<file path="src/rtl/stq_pkg.sv">
// Package with the request and result types and the result kind codes of the timer queue.
package stq_pkg;

  localparam int TimeW = 52;
  localparam int PerW  = 40;
  localparam int IdW   = 8;

  localparam logic [1:0] KindAdded    = 2'd0;
  localparam logic [1:0] KindRejected = 2'd1;
  localparam logic [1:0] KindExpired  = 2'd2;
  localparam logic [1:0] KindNone     = 2'd3;

  localparam logic ActAdd  = 1'b0;
  localparam logic ActTick = 1'b1;

  typedef struct packed {
    logic             action;
    logic [IdW-1:0]   timer_id;
    logic [TimeW-1:0] expire_time;
    logic [PerW-1:0]  repeat_interval;
    logic [TimeW-1:0] now;
  } req_t;

  typedef struct packed {
    logic [1:0]       kind;
    logic [IdW-1:0]   timer_id_res;
    logic [TimeW-1:0] due_time;
    logic             rearmed;
    logic             new_earliest;
    logic [TimeW-1:0] earliest_time;
    logic             queue_empty;
    logic             is_last;
  } res_t;

  // One queue entry as it moves between cells.
  typedef struct packed {
    logic             valid;
    logic [IdW-1:0]   id;
    logic [TimeW-1:0] due;
    logic [PerW-1:0]  period;
  } entry_t;

  // Sort order: valid entries first, then by due time, then by id.
  function automatic logic before_f(entry_t a, entry_t b);
    if (a.valid != b.valid) return a.valid;
    if (!a.valid) return 1'b0;
    if (a.due != b.due) return a.due < b.due;
    return a.id < b.id;
  endfunction

endpackage

</file>
<file path="src/rtl/stq_cell.sv">
// One cell of the sorted chain: holds an entry and takes part in insert and head pop.
module stq_cell (
  input  logic              clk,
  input  logic              rst,
  input  logic              ins,     // insertion of ins_e into the chain
  input  logic              pop,     // head removed, chain shifts toward the head
  input  stq_pkg::entry_t   ins_e,
  input  stq_pkg::entry_t   left,    // neighbor nearer the head
  input  stq_pkg::entry_t   right,   // neighbor farther from the head
  input  logic              left_goes, // left neighbor is pushed down here
  output stq_pkg::entry_t   cur,
  output logic              goes       // this entry is pushed down
);
  stq_pkg::entry_t ent;
  logic valid;

  assign cur = '{valid: valid, id: ent.id, due: ent.due, period: ent.period};
  assign goes = ins && stq_pkg::before_f(ins_e, cur);

  always_ff @(posedge clk) begin
    if (rst) begin
      valid <= 1'b0;
    end else if (pop) begin
      valid <= right.valid;
    end else if (ins && goes) begin
      // An empty neighbor pushed down here leaves this cell empty.
      valid <= left_goes ? left.valid : 1'b1;
    end
  end

  always_ff @(posedge clk) begin
    if (pop) begin
      ent <= right;
    end else if (ins && goes) begin
      ent <= left_goes ? left : ins_e;
    end
  end
endmodule

</file>
<file path="config.mk">
export PLATFORM = sky130hd
export DESIGN_NAME = stq_cell
export DESIGN_NICKNAME = d
export VERILOG_FILES = /design/src/rtl/stq_pkg.sv /design/src/rtl/stq_cell.sv
export SDC_FILE = /design/constraint.sdc
export NUM_CORES = 1
export LEC_CHECK = 0
export BUFFER_PORTS_ARGS = -buffer_cell sky130_fd_sc_hd__buf_2
export CAP_MARGIN = 25
export CORE_AREA = 2 2 161 163
export DETAILED_ROUTE_END_ITERATION = 12
export DIE_AREA = 0 0 163 165
export PLACE_DENSITY = 0.62
export SYNTH_ARGS = -nofsm -noshare
export SYNTH_HDL_FRONTEND = slang
export SYNTH_SLANG_ARGS = --single-unit
</file>
<file path="constraint.sdc">
create_clock -name clk -period 9.4 [get_ports clk]
set_input_delay 2.82 -clock clk [delete_from_list [all_inputs] [get_ports clk]]
set_output_delay 2.82 -clock clk [all_outputs]
set_load 0.005 [all_outputs]
</file>
=== After elaboration in Yosys (flattened, before gate mapping) ===
Cells that the tools add are included.

* Multiply operators: 0
* Add/sub/neg operators: 0
* Shifts and indexed selects: 0
* Bitwise logic cells: 0
* Divide/modulo/power cells: 0
* Mux-type cells: 18
* Reductions and logical operators: 3
* Order comparisons: 2
* Equality and inequality tests: 2

{| class="wikitable"
|+ Operators by type and width
! cell !! number
|-
| $mux 100 || 3
|-
| $lt 52x52->1 || 1
|-
| $ne 52x52->1 || 1
|-
| $mux 1 || 15
|-
| $lt 8x8->1 || 1
|-
| $logic_and 1x1->1 || 2
|-
| $reduce_bool 2->1 || 1
|-
| $ne 1x1->1 || 1
|}

* Logic and storage cells: 29
* Bits in registers: 101
* Bits in writable memories: 0
* Bits in read-only memories: 0
* Input bits: 308
* Memories kept: 0
* Bits in latches: 0
* Output and inout port bits: 102

=== Logic depth before layout (Yosys ltp) ===
* Depth after elaboration: 12
* Depth in mapped cells: 9
* Gate-level depth less buffers: 9

=== Worst setup path before layout ===
No wires, ideal clock.

* Path type: input-to-reg
* From: input ins_e[73] (netlist name)
* To: register ent, in the netlist cur[0], enable pin
* Slack: 0.079 ns
* Stages on the path: 8
* Required time: 8.821 ns
* Arrival time: 8.742 ns
* Setup time: 0.579 ns
* Path buffers: 0
* Cell sequence: ha_1 > a21o_1 > a21o_1 > a221oi_2 > o21ai_1 > o31ai_1 > a21oi_1 > o21bai_1

* Word-level cells in the longest chain between the ends: 10
* Elaborated cells on any way between the ends: 12
* Those cells by class: 1 x order compare; 1 x eq/ne; 7 x mux; 3 x reduce/logical

{| class="wikitable"
|+ RTL lines
! item !! line !! RTL
|-
| start, declared || stq_cell.sv:7 || <nowiki>input stq_pkg::entry_t ins_e,</nowiki>
|-
| parallel branches: the longest is 4 deep, another holds $lt 52x52->1 || n/a ||
|-
| $mux 1 (*) || stq_pkg.sv:48 || <nowiki>return a.id < b.id;</nowiki>
|-
| $mux 1 (*) || stq_pkg.sv:47 || <nowiki>if (a.due != b.due) return a.due < b.due;</nowiki>
|-
| $mux 1 (*) || stq_pkg.sv:46 || <nowiki>if (!a.valid) return 1'b0;</nowiki>
|-
| $logic_and 1x1->1 (*) || stq_cell.sv:18 || <nowiki>assign goes = ins && stq_pkg::before_f(ins_e, cur);</nowiki>
|-
| $logic_and 1x1->1 (*) || stq_cell.sv:34 || <nowiki>end else if (ins && goes) begin</nowiki>
|-
| $reduce_bool 2->1 (no line) (*) || n/a ||
|-
| end signal, assigned || stq_cell.sv:33 || <nowiki>ent <= right;</nowiki>
|-
| end signal, assigned || stq_cell.sv:35 || <nowiki>ent <= left_goes ? left : ins_e;</nowiki>
|-
| end, declared || stq_cell.sv:14 || <nowiki>stq_pkg::entry_t ent;</nowiki>
|}

Mark *: on every way between the ends. The select of a mux whose other input is x is not followed.
A chain may end at the register's enable or synchronous reset.

=== Worst setup path in the final report ===
* From: input ins_e[51] (netlist name)
* To: output goes

* Word-level cells in the longest chain between the ends: 8
* Elaborated cells on any way between the ends: 10
* Those cells by class: 1 x order compare; 1 x eq/ne; 7 x mux; 1 x reduce/logical

{| class="wikitable"
|+ RTL lines
! item !! line !! RTL
|-
| parallel branches: the longest is 4 deep, another holds $lt 52x52->1 || n/a ||
|-
| $mux 1 (*) || stq_pkg.sv:48 ||
|-
| $mux 1 (*) || stq_pkg.sv:47 ||
|-
| $mux 1 (*) || stq_pkg.sv:46 ||
|-
| $logic_and 1x1->1 (*) || stq_cell.sv:18 ||
|-
| end, declared || stq_cell.sv:12 || <nowiki>output logic goes</nowiki>
|}

Marked as above.

==> key figures <==
Place
  – Port buffer count: 409
  – HPWL Detailed: 18200 µm
  – Post-DP Area: 8940 µm²
  – GPL Wtd Cong: 0.860

Power
  – Leak pwr: 4.71 nW
  – Pwr Density: 136 nW/µm²
  – Max IR drop VDD: 0.0000881 V

Finish
  – Area grow syn2layout: 41.0%
  – Fill cells: 2577
  – Multi-input gate area: 3200 µm²
  – Layout cells sized above 1: 41.2%
  – Final Cell Area: 9280 µm²
  – Sequential Area: 3020 µm²
  – Nets@finish: 1412

Clocking
  – Worst skew pair latency: 0.35 ns
  – Clock Sink Count: 101
  – Clock-pin slew on the worst setup and hold paths: 0.07 ns
  – Clock buffer depth: 2
  – TritonCTS clock tree: yes
  – # hold bufs at CTS: 0
  – Clk root buf: clkbuf_16
  – CTS Buf Count: 9
  – H-tree Lvls: 3
  – Setup bufs post-CTS: 0
  – Cts repair resizes: 0

STA
  – Setup Viol. Count Final: 0
  – Measured slew at the worst slew-check pin: 0.963 ns
  – Final hold vios: 0
  – Setup TNS: 0 ns
  – Final worst path period share: 82.5%
  – Rel. slew slack: 35.8%
  – Worst Skew: 0.0150 ns
  – Fmax: 0.129 GHz
  – Final Slew Violations: 0
  – Unrepaired setup endpoints after global routing: false
  – Min cycle time layout: 7.75 ns

Routing
  – Pre-antenna DRT Iters: 4
  – Drt via density: 4.48
  – DRC violations left: 0
  – Initial DRC count: 277
  – Drt wl/cell: 16.2 µm
  – Detailed-route via count: 6202
  – Final WL: 22300 µm
  – Final ANT Viol Nets: 0

Die
  – Ports: 410
  – Die ar.: 26900 µm²
  – Area of the core: 25000 µm²
  – Die height: 165 µm
  – FP Rows: 58
  – Die Wd: 163 µm
  – Starting Density: 26.3%

Global route
  – Pin count of the biggest net entering global routing: 111
  – Total grt overflow: 0
  – Number of global-route vias before repair: 5984
  – Global-route total usage across every layer: 15.9%
  – First-pass GRT wire length: 32300 µm
  – Initial antenna violation count: 3

Synthesis
  – Share of the synthesized area in the top cell type: 45.6%
  – Gate Count Post-Synth: 655
  – Most frequent cell after synthesis: nand2_1
  – Top_reg_cell synth: edfxtp_1
  – Synth Warn #: 0
  – Post-Syn Nets: 1022
  – Synth unique cells: 31
  – Number of enable flip-flop cells after synthesis: 100
  – Mapped Area: 6580 µm²
  – FFs w/ async S/R, synth: 0%
  – Synthesized flop and latch total: 101
  – Commonest cells post-synth: 115 x nand2_1, 112 x o21ai_0, 100 x edfxtp_1, 100 x mux2i_1, 60 x inv_1
  – Seq/Total Area, Yosys: 45.9%
  – Synth area leader: edfxtp_1
  – Ranking of synthesized cells by area: edfxtp_1 46%, mux2i_1 15%, ha_1 11%
  – Syn_area_per_cell: 10.0 µm²

Run
  – Max-cap violations: 0

Worst setup path
  – CP startpoint kind: input port
  – CP cell instances: buf_2 > ha_1 > nand4_1 > nor3_1 > o211ai_1 > a31oi_1 > o31ai_1 > a21oi_1 > nor2_1 > buf_2
  – Critical path class: in2out
  – Worst stage delay on the critical path: 0.53 ns
  – Cell mode on critical path: buf_2
  – Critical path endpoint category: primary output
  – Crit path max-delay cell type: nor3_1
  – Worst EP arrival: 4.93 ns
  – Worst-path fanout max: 3
  – Critical path required time: 6.58 ns

Hold path
  – Min-Delay Path Class: reg2reg

Status
  – Status: complete, no violations
[registers in the layout, indices dropped and copies added, names as in the netlist]
name and flops:
cur 100, valid 1
[metrics by stage]
| stage | hold WS, ns | total power, mW | worst slack [ns] | util (%) | cells |
|---|---|---|---|---|---|
| detailed placement | 0.670 | 0.877 | 1.46 | 35.7 | 1363 |
| global placement | 0.682 | 0.870 | 1.49 | 35.7 | 1363 |
| global route | 0.751 | 1.34 | 1.35 | 37.0 | 1381 |
| floorplan | 0.587 | 0.720 | 0.0786 | - | 655 |
| CTS | 0.687 | 1.29 | 1.45 | 36.9 | 1379 |
| finish | 0.674 | 1.26 | 1.65 | 37.1 | 1383 |
[area by class of cell]
class	instances	area share, %
clock inverters	7	0.890
multi-input cells	460	34.5
inverters	60	2.43
flip-flops and latches	101	32.6
repair buffers	413	22.7
diodes	3	0.0809
clock buffers	9	2.43
well taps	330	4.45
[per-layer routing]
metal	wire, µm	up-vias	share of wire, %	track usage (%)
met5	0	-	0	0
met4	490	0	2.2	4.79
met3	1600	27	7.1	4.07
met2	11100	268	50	29.0
met1	9120	2771	41	18.2
li1	-	3136	-	-
[report_power, final]
part | switching [mW] | internal, mW | leakage [nW] | total [mW]
logic | 0.155 | 0.142 | 3.54 | 0.296
registers | 0.0175 | 0.548 | 1.02 | 0.566
clock network | 0.188 | 0.212 | 0.150 | 0.399
[placed cells by master, fill, tap and decap left out, drive strengths merged, types with 10 or more instances in the layout]
master and n:
buf 413, nand2 115, o21ai 113, mux2i 100, edfxtp 100, inv 63, ha 59, a21oi 22
nor2 10
[cell families after synthesis]
family / Yosys count / synth area share, %
buffers and inverters: 94 / 5.61
adder cells (fa/ha/maj): 59 / 11.2
multiplexers: 100 / 15.2
flip-flops: 101 / 45.9
AO/OA/AOI/OAI: 157 / 13.0
AND/OR/NAND/NOR: 144 / 9.01
[final timing paths]
| kind | from | end | slack [ns] | depth (start not counted) |
|---|---|---|---|---|
| hold reg to reg | valid | valid | 0.67 | 3 |
| setup reg to reg | cur[73] | cur[55] | 5.80 | 11 |
| hold / removal | valid | valid | 0.67 | 3 |
| setup / recovery | ins_e[51] | goes | 1.65 | 10 |
[critical path, delay by kind of cell]
kind	cells	cell delay (ns)
AO/OA/AOI/OAI	4	0.84
AND/OR/NAND/NOR	3	0.71
adder cells (fa/ha/maj)	1	0.31
buffers and inverters	2	0.25
Note: power is estimated with default switching activity, not from simulation.
